===== config.mk =====
export PLATFORM = sky130hd
export DESIGN_NAME = gain_and_clipping_sample_chain
export DESIGN_NICKNAME = d
export VERILOG_FILES = /design/src/sv/gcs_pkg.sv /design/src/sv/gcs_front.sv /design/src/sv/gcs_sqrt_cell.sv /design/src/sv/gcs_back.sv /design/src/sv/gain_and_clipping_sample_chain.sv
export SDC_FILE = /design/constraint.sdc
export NUM_CORES = 2
export LEC_CHECK = 0
export ABC_AREA = 1
export BUFFER_PORTS_ARGS = -buffer_cell sky130_fd_sc_hd__buf_2
export CAP_MARGIN = 40
export CORE_ASPECT_RATIO = 0.5
export CORE_MARGIN = 1.5
export CORE_UTILIZATION = 54
export CTS_CLUSTER_DIAMETER = 200
export DETAILED_ROUTE_END_ITERATION = 6
export PLACE_DENSITY = 0.8
export REMOVE_ABC_BUFFERS = 1
export SYNTH_ARGS = -nofsm -noshare
export SYNTH_HDL_FRONTEND = slang
export SYNTH_SLANG_ARGS = --single-unit

===== constraint.sdc =====
create_clock -name clk -period 6.5 [get_ports clk]
set_clock_uncertainty 0.2 [all_clocks]
set_input_delay 0.975 -clock clk [delete_from_list [all_inputs] [get_ports clk]]
set_output_delay 0.975 -clock clk [all_outputs]
set_load 0.02 [all_outputs]

===== src/sv/gcs_pkg.sv =====
// shared types and constants for the gain and clipping sample chain
`timescale 1ns / 1ps
package gcs_pkg;

  localparam int V_W    = 32;
  localparam int ROOT_W = 20;
  localparam int RAD_W  = 2 * ROOT_W;
  localparam int REM_W  = ROOT_W + 2;
  localparam int NCELL  = ROOT_W;

  localparam logic [1:0] REG_GAIN  = 2'd0;
  localparam logic [1:0] REG_MODE  = 2'd1;
  localparam logic [1:0] REG_LEVEL = 2'd2;

  localparam logic [1:0] MODE_PASS = 2'd0;
  localparam logic [1:0] MODE_HARD = 2'd1;
  localparam logic [1:0] MODE_SOFT = 2'd2;

  typedef enum logic [1:0] {
    KIND_KEEP,
    KIND_POS,
    KIND_NEG
  } gcs_kind_t;

  typedef struct packed {
    gcs_kind_t               kind;
    logic signed [V_W-1:0]   val;
    logic                    flag;
  } gcs_side_t;

  typedef struct packed {
    gcs_side_t               side;
    logic [RAD_W-1:0]        rad;
    logic [ROOT_W-1:0]       root;
    logic [REM_W-1:0]        rem;
  } gcs_cell_t;

endpackage


===== src/sv/gcs_front.sv =====
// centring, gain multiply and clip decision stages
`timescale 1ns / 1ps
module gcs_front #(
  parameter int HALF_RANGE = 127
) (
  input  logic                clk,
  input  logic                rst_n,
  input  logic                in_valid,
  output logic                in_ready,
  input  logic [7:0]          sample,
  input  logic [15:0]         gain,
  input  logic [1:0]          mode,
  input  logic [14:0]         lvl,
  output logic                out_valid,
  input  logic                out_ready,
  output gcs_pkg::gcs_cell_t  out_cell
);
  import gcs_pkg::*;

  localparam logic signed [16:0] HALF = 17'(HALF_RANGE);

  logic                  va_r, vb_r;
  logic                  ready_a, ready_b;
  logic signed [V_W-1:0] v_a_r;
  logic signed [16:0]    s;
  logic signed [33:0]    prod;
  logic signed [V_W-1:0] lvl_s, neg_lvl, exc;
  logic                  hi, lo;
  gcs_cell_t             cell_nxt, cell_r;

  assign ready_b  = !vb_r || out_ready;
  assign ready_a  = !va_r || ready_b;
  assign in_ready = ready_a;

  assign s    = signed'({9'd0, sample}) - HALF;
  assign prod = s * signed'({1'b0, gain});

  assign lvl_s   = signed'({17'd0, lvl});
  assign neg_lvl = -lvl_s;
  assign hi      = v_a_r > lvl_s;
  assign lo      = v_a_r < neg_lvl;
  assign exc     = hi ? (v_a_r - lvl_s) : (neg_lvl - v_a_r);

  always_comb begin
    cell_nxt.side.kind = KIND_KEEP;
    cell_nxt.side.val  = v_a_r;
    cell_nxt.side.flag = 1'b0;
    cell_nxt.rad       = {1'b0, exc[V_W-2:0], 8'd0};
    cell_nxt.root      = '0;
    cell_nxt.rem       = '0;
    unique case (mode)
      MODE_HARD: begin
        if (hi) begin
          cell_nxt.side.val  = lvl_s;
          cell_nxt.side.flag = 1'b1;
        end else if (lo) begin
          cell_nxt.side.val  = neg_lvl;
          cell_nxt.side.flag = 1'b1;
        end
      end
      MODE_SOFT: begin
        if (hi) begin
          cell_nxt.side.kind = KIND_POS;
        end else if (lo) begin
          cell_nxt.side.kind = KIND_NEG;
        end
      end
      default: begin
        cell_nxt.side.kind = KIND_KEEP;
      end
    endcase
  end

  always_ff @(posedge clk) begin
    if (!rst_n) begin
      va_r <= 1'b0;
      vb_r <= 1'b0;
    end else begin
      if (ready_a) va_r <= in_valid;
      if (ready_b) vb_r <= va_r;
    end
  end

  always_ff @(posedge clk) begin
    if (ready_a && in_valid) v_a_r <= prod[V_W-1:0];
    if (ready_b && va_r) cell_r <= cell_nxt;
  end

  assign out_valid = vb_r;
  assign out_cell  = cell_r;

endmodule


===== src/sv/gcs_sqrt_cell.sv =====
// one root digit cell of the soft clip square root chain
`timescale 1ns / 1ps
module gcs_sqrt_cell (
  input  logic                clk,
  input  logic                rst_n,
  input  logic                in_valid,
  output logic                in_ready,
  input  gcs_pkg::gcs_cell_t  in_cell,
  output logic                out_valid,
  input  logic                out_ready,
  output gcs_pkg::gcs_cell_t  out_cell
);
  import gcs_pkg::*;

  logic               valid_r;
  logic [REM_W+1:0]   rem_t;
  logic [REM_W+1:0]   trial;
  logic [REM_W+1:0]   diff;
  logic               ge;
  gcs_cell_t          cell_nxt, cell_r;

  assign in_ready = !valid_r || out_ready;

  assign rem_t = {in_cell.rem, in_cell.rad[RAD_W-1 -: 2]};
  assign trial = {2'b00, in_cell.root, 2'b01};
  assign ge    = rem_t >= trial;
  assign diff  = rem_t - trial;

  always_comb begin
    cell_nxt.side = in_cell.side;
    cell_nxt.rad  = {in_cell.rad[RAD_W-3:0], 2'b00};
    cell_nxt.root = {in_cell.root[ROOT_W-2:0], ge};
    cell_nxt.rem  = ge ? diff[REM_W-1:0] : rem_t[REM_W-1:0];
  end

  always_ff @(posedge clk) begin
    if (!rst_n) begin
      valid_r <= 1'b0;
    end else if (in_ready) begin
      valid_r <= in_valid;
    end
  end

  always_ff @(posedge clk) begin
    if (in_ready && in_valid) cell_r <= cell_nxt;
  end

  assign out_valid = valid_r;
  assign out_cell  = cell_r;

endmodule


===== src/sv/gcs_back.sv =====
// soft clip result, final clamp, re-bias and output register
`timescale 1ns / 1ps
module gcs_back #(
  parameter int HALF_RANGE = 127
) (
  input  logic                clk,
  input  logic                rst_n,
  input  logic                in_valid,
  output logic                in_ready,
  input  gcs_pkg::gcs_cell_t  in_cell,
  input  logic [14:0]         lvl,
  output logic                out_valid,
  input  logic                out_ready,
  output logic [7:0]          sample_out,
  output logic                clipped
);
  import gcs_pkg::*;

  localparam logic signed [V_W-1:0] LIM = V_W'(HALF_RANGE * 256);
  localparam logic signed [V_W-1:0] RND = V_W'(128);

  logic                  vc_r, vd_r;
  logic                  ready_c, ready_d;
  logic signed [V_W-1:0] mag, vsoft, vclip_nxt, vclip_r;
  logic                  clip_c_nxt, clip_c_r;
  logic signed [V_W-1:0] vlim;
  logic                  clip_d_nxt;
  logic signed [V_W-1:0] sum;
  logic [7:0]            sample_r;
  logic                  clipped_r;

  assign ready_d  = !vd_r || out_ready;
  assign ready_c  = !vc_r || ready_d;
  assign in_ready = ready_c;

  assign mag   = signed'({17'd0, lvl}) + signed'({12'd0, in_cell.root});
  assign vsoft = (in_cell.side.kind == KIND_NEG) ? -mag : mag;

  always_comb begin
    if (in_cell.side.kind == KIND_KEEP) begin
      vclip_nxt  = in_cell.side.val;
      clip_c_nxt = in_cell.side.flag;
    end else begin
      vclip_nxt  = vsoft;
      clip_c_nxt = vsoft != in_cell.side.val;
    end
  end

  always_comb begin
    vlim       = vclip_r;
    clip_d_nxt = clip_c_r;
    if (vclip_r > LIM) begin
      vlim       = LIM;
      clip_d_nxt = 1'b1;
    end else if (vclip_r < -LIM) begin
      vlim       = -LIM;
      clip_d_nxt = 1'b1;
    end
  end

  assign sum = vlim + LIM + RND;

  always_ff @(posedge clk) begin
    if (!rst_n) begin
      vc_r <= 1'b0;
      vd_r <= 1'b0;
    end else begin
      if (ready_c) vc_r <= in_valid;
      if (ready_d) vd_r <= vc_r;
    end
  end

  always_ff @(posedge clk) begin
    if (ready_c && in_valid) begin
      vclip_r  <= vclip_nxt;
      clip_c_r <= clip_c_nxt;
    end
    if (ready_d && vc_r) begin
      sample_r  <= sum[15:8];
      clipped_r <= clip_d_nxt;
    end
  end

  assign out_valid  = vd_r;
  assign sample_out = sample_r;
  assign clipped    = clipped_r;

endmodule


===== src/sv/gain_and_clipping_sample_chain.sv =====
// top level of the gain and clipping sample chain
`timescale 1ns / 1ps
// Each request carries one biased 8-bit sample. It is centred, scaled by the
// Q8.8 gain, passed, hard clipped or soft clipped (level plus square root of
// the excess), clamped to the half range and re-biased with round half up.
// One sample is taken per clock while the output is not stalled. The path runs
// through two front stages, twenty root cells that each settle one bit of
// the square root, and two back stages ending in the output register. Every
// stage holds its own valid bit, so gaps close up under back-pressure.
// Registers: index 0 gain, 1 clip mode, 2 clip level; write only while idle.
module gain_and_clipping_sample_chain #(
  parameter int HALF_RANGE = 127
) (
  input  logic        clk,
  input  logic        rst_n,
  input  logic        in_tvalid,
  output logic        in_tready,
  input  logic [7:0]  in_tdata,   // [7:0] sample_in
  output logic        out_tvalid,
  input  logic        out_tready,
  output logic [7:0]  out_tdata,  // [7:0] sample_out
  output logic [0:0]  out_tuser,  // [0] clipped
  input  logic        cfg_we,
  input  logic [1:0]  cfg_index,
  input  logic [15:0] cfg_wdata
);
  import gcs_pkg::*;

  logic [15:0] gain_r;
  logic [1:0]  mode_r;
  logic [14:0] lvl_r;

  logic      vld [0:NCELL];
  logic      rdy [0:NCELL];
  gcs_cell_t chain_cell [0:NCELL];

  always_ff @(posedge clk) begin
    if (!rst_n) begin
      gain_r <= 16'd256;
      mode_r <= MODE_PASS;
      lvl_r  <= 15'd32512;
    end else if (cfg_we) begin
      unique case (cfg_index)
        REG_GAIN:  gain_r <= cfg_wdata;
        REG_MODE:  mode_r <= cfg_wdata[1:0];
        REG_LEVEL: lvl_r  <= cfg_wdata[14:0];
        default: begin
        end
      endcase
    end
  end

  gcs_front #(
    .HALF_RANGE(HALF_RANGE)
  ) u_front (
    .clk       (clk),
    .rst_n     (rst_n),
    .in_valid  (in_tvalid),
    .in_ready  (in_tready),
    .sample    (in_tdata),
    .gain      (gain_r),
    .mode      (mode_r),
    .lvl       (lvl_r),
    .out_valid (vld[0]),
    .out_ready (rdy[0]),
    .out_cell  (chain_cell[0])
  );

  for (genvar i = 0; i < NCELL; i++) begin : g_cell
    gcs_sqrt_cell u_cell (
      .clk       (clk),
      .rst_n     (rst_n),
      .in_valid  (vld[i]),
      .in_ready  (rdy[i]),
      .in_cell   (chain_cell[i]),
      .out_valid (vld[i+1]),
      .out_ready (rdy[i+1]),
      .out_cell  (chain_cell[i+1])
    );
  end

  gcs_back #(
    .HALF_RANGE(HALF_RANGE)
  ) u_back (
    .clk        (clk),
    .rst_n      (rst_n),
    .in_valid   (vld[NCELL]),
    .in_ready   (rdy[NCELL]),
    .in_cell    (chain_cell[NCELL]),
    .lvl        (lvl_r),
    .out_valid  (out_tvalid),
    .out_ready  (out_tready),
    .sample_out (out_tdata),
    .clipped    (out_tuser[0])
  );

  // an empty output register frees the whole chain
  a_ready_when_drained: assert property (@(posedge clk) disable iff (!rst_n)
    !out_tvalid |-> in_tready)
    else $error("input stalled with output register empty");

  // root remainder bound at the end of the chain
  a_root_remainder: assert property (@(posedge clk) disable iff (!rst_n)
    vld[NCELL] |->
      ({1'b0, chain_cell[NCELL].rem} <= {2'b00, chain_cell[NCELL].root, 1'b0}))
    else $error("square root remainder out of range");

  // a stalled root result keeps its value
  a_root_hold: assert property (@(posedge clk) disable iff (!rst_n)
    vld[NCELL] && !rdy[NCELL] |=> vld[NCELL] && $stable(chain_cell[NCELL].root))
    else $error("stalled root result changed");

endmodule

# ---- After elaboration in Yosys (flattened, before gate mapping)
# Cells that the tools add are included.
dict set report word_totals {
  in_bits 31
  ff_bits 1745
  elab_cells 323
  out_inout_bits 11
}
dict set report op_classes {
  muxes 30
  reduce_logical 79
  bitwise 1
  n_mul 1
  order_cmp 24
  addsub 27
  n_eq_ne 6
}
# op count
set ops {}
lappend ops {{two-way mux 22 bit} 18}
lappend ops {{two-way mux 33 bit} 3}
lappend ops {{two-way mux 32 bit} 2}
lappend ops {{greater-than comparator 32 x 16 -> 1 bit} 1}
lappend ops {{greater-than comparator 32 x 16 -> 1 bit (second input constant)} 1}
lappend ops {{< comparator 32 x 16 -> 1 bit (second input constant)} 1}
lappend ops {{< comparator 32 bit} 1}
lappend ops {{two-way mux 16 bit} 2}
lappend ops {{inequality test 32 bit} 1}
lappend ops {{negation 15 -> 32 bit} 1}
lappend ops {{negation 32 bit} 1}
lappend ops {{two-way mux 31 bit} 1}
lappend ops {{subtractor 31 x 16 -> 31 bit} 1}
lappend ops {{subtractor 31 bit} 1}
lappend ops {{multiplier 9 x 17 -> 26 bit} 1}
lappend ops {{>= comparator 24 x 10 -> 1 bit} 1}
lappend ops {{>= comparator 24 x 11 -> 1 bit} 1}
lappend ops {{>= comparator 24 x 12 -> 1 bit} 1}
lappend ops {{>= comparator 24 x 13 -> 1 bit} 1}
lappend ops {{>= comparator 24 x 14 -> 1 bit} 1}
lappend ops {{>= comparator 24 x 15 -> 1 bit} 1}
lappend ops {{>= comparator 24 x 16 -> 1 bit} 1}
lappend ops {{>= comparator 24 x 17 -> 1 bit} 1}
lappend ops {{>= comparator 24 x 18 -> 1 bit} 1}
lappend ops {{45 further kinds} 123}

# ---- Longest topological paths before layout
dict set report logic_depth {
  word_depth 26
  mapped_depth 31
  ltp_nobuf 31
}

# ---- Modules after synthesis
# From an unflattened synthesis, not the netlist that was laid out.
dict set report hier_totals {
  cells_unflattened 13433
  area_unflattened_um2 133685.7
}
# mod seq_area_each_um2 cells_per_inst n_inst area_per_inst_um2
set by_module_without_submodules {}
lappend by_module_without_submodules {gcs_sqrt_cell 3473.3 532 20 5698.0}
lappend by_module_without_submodules {gcs_front 2802.7 1779 1 13492.9}
lappend by_module_without_submodules {gcs_back 1301.2 811 1 4804.6}
lappend by_module_without_submodules {gain_and_clipping_sample_chain 660.6 203 1 1428.9}

# ---- Worst setup path before layout
# Ideal clock, no wire load.
dict set report synth_timing {
  path_kind {in2reg}
  from {in in_tdata[0]}
  to {reg u_front.v_a_r[20] (data pin)}
  arrival_ns 6.352
  required_ns 6.035
  slack_ns -0.318
  path_buffers 1
  setup_time_ns 0.265
  cell_stages 25
  path_cell_list {ha_1 > nand2_1 > inv_1 > nor2_1 > clkbuf_1 > nand2_1 > fa_1 > inv_1 > fa_1 > fa_1 > fa_1 > inv_1 > fa_1 > inv_1 > ha_1 > a21o_1 > a21oi_1 > o21ai_0 > nand2_1 > nand2_1 > a21oi_1 > o21ai_0 > a21boi_0 > o21ai_0 > xor2_1}
}
dict set report synth_between {
  elab_chain_cells 2
}
# element line
set synth_lines {}
lappend synth_lines {{start: declaration} gain_and_clipping_sample_chain.sv:18} ;# input logic [7:0] in_tdata,
lappend synth_lines {{subtractor 8 x 7 -> 9 bit} gcs_front.sv:35} ;# assign s = signed'({9'd0, sample}) - HALF;
lappend synth_lines {{multiplier 9 x 17 -> 26 bit} gcs_front.sv:36} ;# assign prod = s * signed'({1'b0, gain});
lappend synth_lines {{net u_front.prod[20]} gcs_front.sv:26} ;# logic signed [33:0] prod;
lappend synth_lines {{end signal: assignment} gcs_front.sv:85} ;# if (ready_a && in_valid) v_a_r <= prod[V_W-1:0];
lappend synth_lines {{end: declaration} gcs_front.sv:24} ;# logic signed [V_W-1:0] v_a_r;
# The timed path passes the listed nets, and every way through them passes these cells.
# A chain may end at the register's enable or synchronous reset.

# ---- Worst setup path in the final report
dict set report layout_timing {
  from {in in_tdata[0]}
  to {reg u_front.v_a_r[23] (data pin)}
}
# The elaborated chain is that of the path after synthesis.

==> flow_metrics.tcl <==
set metrics [dict create \
    cpPeakStageDelay_ns 0.56 \
    arrival_ns 6.56 \
    worst_ep_required_time_ns 6.83 \
    die_x_um 544.8 \
    clock_path_buffers 3 \
    hpwlAfterDp_um 111400 \
    grt_pass1_wl_um 245700 \
    synthArstFlopShare_pct 0 \
    cts_sinks 1724 \
    netlist_area_um2 79250 \
    core-area_um2 145800 \
    cellPowerDensity_nw_per_um2 269.2 \
    syn_area_per_cell_um2 12.04 \
    layout_min_cycle_time_ns 6.233 \
    synth_edf_count 1667 \
    place.port_buffers 41 \
    endpoint_kind "flip-flop" \
    cts-root-buf "clkbuf_16" \
    final_util_pct 60.04 \
    status "finished, final reports clean" \
    track_usage_pct 21.11 \
    wl_per_cell_um 17.54 \
    grt_pass1_vias 46330 \
    slew_headroom_pct 36.33 \
    finalHoldViolCount 0 \
    die_height_um 273.9 \
    clock_latency_ns 0.79 \
    setup_viol 0 \
    setup_tns_ns 0 \
    drt-total-wl_um 156200 \
    cts_hold_repair.buffers 0 \
    nNetsFinal 7340 \
    ant_nets 0 \
    h-tree-depth 4 \
    clk_pin_slew_ns 0.07 \
    worstSetupPathType "in2reg" \
    instances_no_fill 8905 \
    syn_to_final_growth_pct 10.46 \
    dr.pass1.iters 6 \
    antenna_found_initial 7 \
    tritoncts "yes" \
    worst_slew_pin_slew_ns 0.9550 \
    p_leak_uw 0.03395 \
    drive_gt1_share_pct 7.242 \
    num-fill-cells 10960 \
    worstPathMaxFanout 4 \
    via_per_inst 5.323 \
    slowest_stage "fa_1" \
    fmax_mhz 160.4 \
    hp-class "reg2reg" \
    dp.cells 8632 \
    placementRows 99 \
    yosys_warnings 0 \
    ys_seq_area_share_pct 64.60 \
    synth_cells 6585 \
    dr.first_iter.drc_count 3825 \
    dieArea_um2 149200 \
    io_pins 42 \
    peakVddDrop_v 0.0002874 \
    synth_cell_type_count 71 \
    gp_congestion 0.9310 \
    vias 47410 \
    cts_buffers 147 \
    cap_violations 0 \
    finalMaxSlewViolations 0 \
    start_util_pct 54.36 \
    worstSetupStartpointType "primary input" \
    ys_seq_elements 1724 \
    synthFlopType "edfxtp_1" \
    grt-ovfl-total 0 \
    grt_start_max_net_pins 77 \
    fin_crit_sh_pct 95.89 \
    drcViolationCount 0 \
    finalPower_uw 23560 \
]
[cell type report]
| cell class | count | area, µm² | area share [%] |
|---|---|---|---|
| multi-input combinational | 3862 | 24400 | 27.88 |
| timing repair buffer | 164 | 1356 | 1.549 |
| antenna | 4 | 10.01 | 0.01143 |
| inverter | 917 | 3445 | 3.935 |
| clock buffer | 191 | 3895 | 4.449 |
| clock inverter | 74 | 765.7 | 0.8747 |
| sequential | 1724 | 51200 | 58.49 |
| tap | 1969 | 2464 | 2.814 |
[Yosys cell counts, drive strengths merged, types with 2 or more instances]
cell     number  area, µm²
nor3         69      366.6
or2          11      71.32
a21oi       418       2103
inv         914       3431
a21o         12      90.09
nor4         40      296.5
o2111ai       6      52.55
nor3b         2      15.01
nand2      1052       4036
nand3       220       1151
o31ai         9      67.56
and2          7      43.80
a41oi         2      17.52
a221oi        5      43.79
xnor2       160       1401
clkbuf       59      221.5
a211oi        5      37.54
or4           4      30.03
o22ai         2      12.51
o21ai       376       1901
nand3b        7      52.55
a31oi        17      106.4
xor2        213       1873
clkinv        3      11.26
nand4        71      525.5
ha          388       4855
fa          105       2102
o21bai       13      97.59
dfxtp        57       1141
o221ai        9      78.83
a22oi        14      105.1
buf          23      115.1
a2111oi       2      17.52
nor2        556       2197
and3          2      12.51
o211ai       18      135.1
a211o         3      26.28
edfxtp     1667      50060
a21boi       15      112.6
o41ai         2      17.52
o21a         19      142.6
[repair_timing]
item	CTS	global route
setup buffers	0	1
endpoints found under the hold margin	0	0
resized for setup	0	11
endpoints found under the setup margin	0	7
[per-layer routing]
layer / up-vias / track usage [%] / part of all wire (%)
met4: 4 / 6.775 / 2.8
met3: 307 / 4.126 / 7.0
li1: 23150 / - / -
met5: - / 0 / 0.015
met1: 22600 / 26.24 / 41
met2: 1350 / 37.19 / 50
[cells in the final DEF, fill, tap and decap left out, types with 40 or more instances in the layout]
cell type  instances
buf_4            106
nand4_1           65
buf_2             41
edfxtp_1        1667
ha_1             387
nand2_1         1021
fa_1             105
nor3_1            64
xnor2_1          160
nand3_1          210
a21oi_1          412
clkbuf_1          40
nor2_1           523
clkbuf_16        148
inv_1            896
dfxtp_1           57
o21ai_0          345
xor2_1           212
[critical path: cells and delay by family]
kind	cells	cell delay [ns]
xor+xnor	1	0.14
fa+ha+maj	7	3.10
simple gates	10	1.06
buf+inv	5	0.34
compound gates	7	0.93
[path summary, 6_finish.rpt]
path | from | end | slack, ns | cells after the start
max | in_tdata[0] | u_front.v_a_r[23] | 0.27 | 30
min | g_cell[16].u_cell.out_cell[104] | g_cell[17].u_cell.out_cell[104] | 0.20 | 0
max reg2reg | gain_r[6] | u_front.v_a_r[23] | 0.73 | 23
min reg2reg | g_cell[16].u_cell.out_cell[104] | g_cell[17].u_cell.out_cell[104] | 0.20 | 0
[stage by stage]
step           setup WS (ns)  area [µm²]  hold WS, ns
4_1_cts               0.1074       87430       0.1964
5_1_grt             -0.05749       87530       0.2051
3_3_place_gp         -0.6616       82460       0.2002
6_report              0.2674       87540       0.1985
3_5_place_dp         -0.6878       82770       0.2045
2_1_floorplan        -0.3989       78920       0.2003
[power breakdown]
part / leakage, µW / switching (µW) / internal (µW)
sequential: 0.0156 / 218 / 12300
clock: 0.00223 / 4060 / 4620
combinational: 0.0162 / 1400 / 978
[sequential cells by signal, indices dropped and copies added, names as in the netlist, 2 cells and up]
name and cells:
g_cell.u_cell.out_cell 1533, g_cell.u_cell.out_valid 20, gain_r 16, lvl_r 15
mode_r 2, u_back.sample_out 8, u_back.vclip_r 32, u_front.out_cell 66
u_front.v_a_r 26
[cell families (layout without fill, tap and decap cells)]
| group | Yosys count | after routing | share of synthesized area, % |
|---|---|---|---|
| DFF | 1724 | 1724 | 64.60 |
| and+or+nand+nor | 2043 | 2043 | 11.12 |
| xor gates and xnor gates | 374 | 374 | 4.160 |
| adders and majority gates | 493 | 493 | 8.778 |
| muxes | 1 | 1 | 0.01263 |
| buffers and inverters | 999 | 1346 | 4.768 |
| other | 1 | 5 | 0.004732 |
| AOI/OAI and AO/OA | 950 | 950 | 6.553 |
Power figures use the tool's default switching activity.
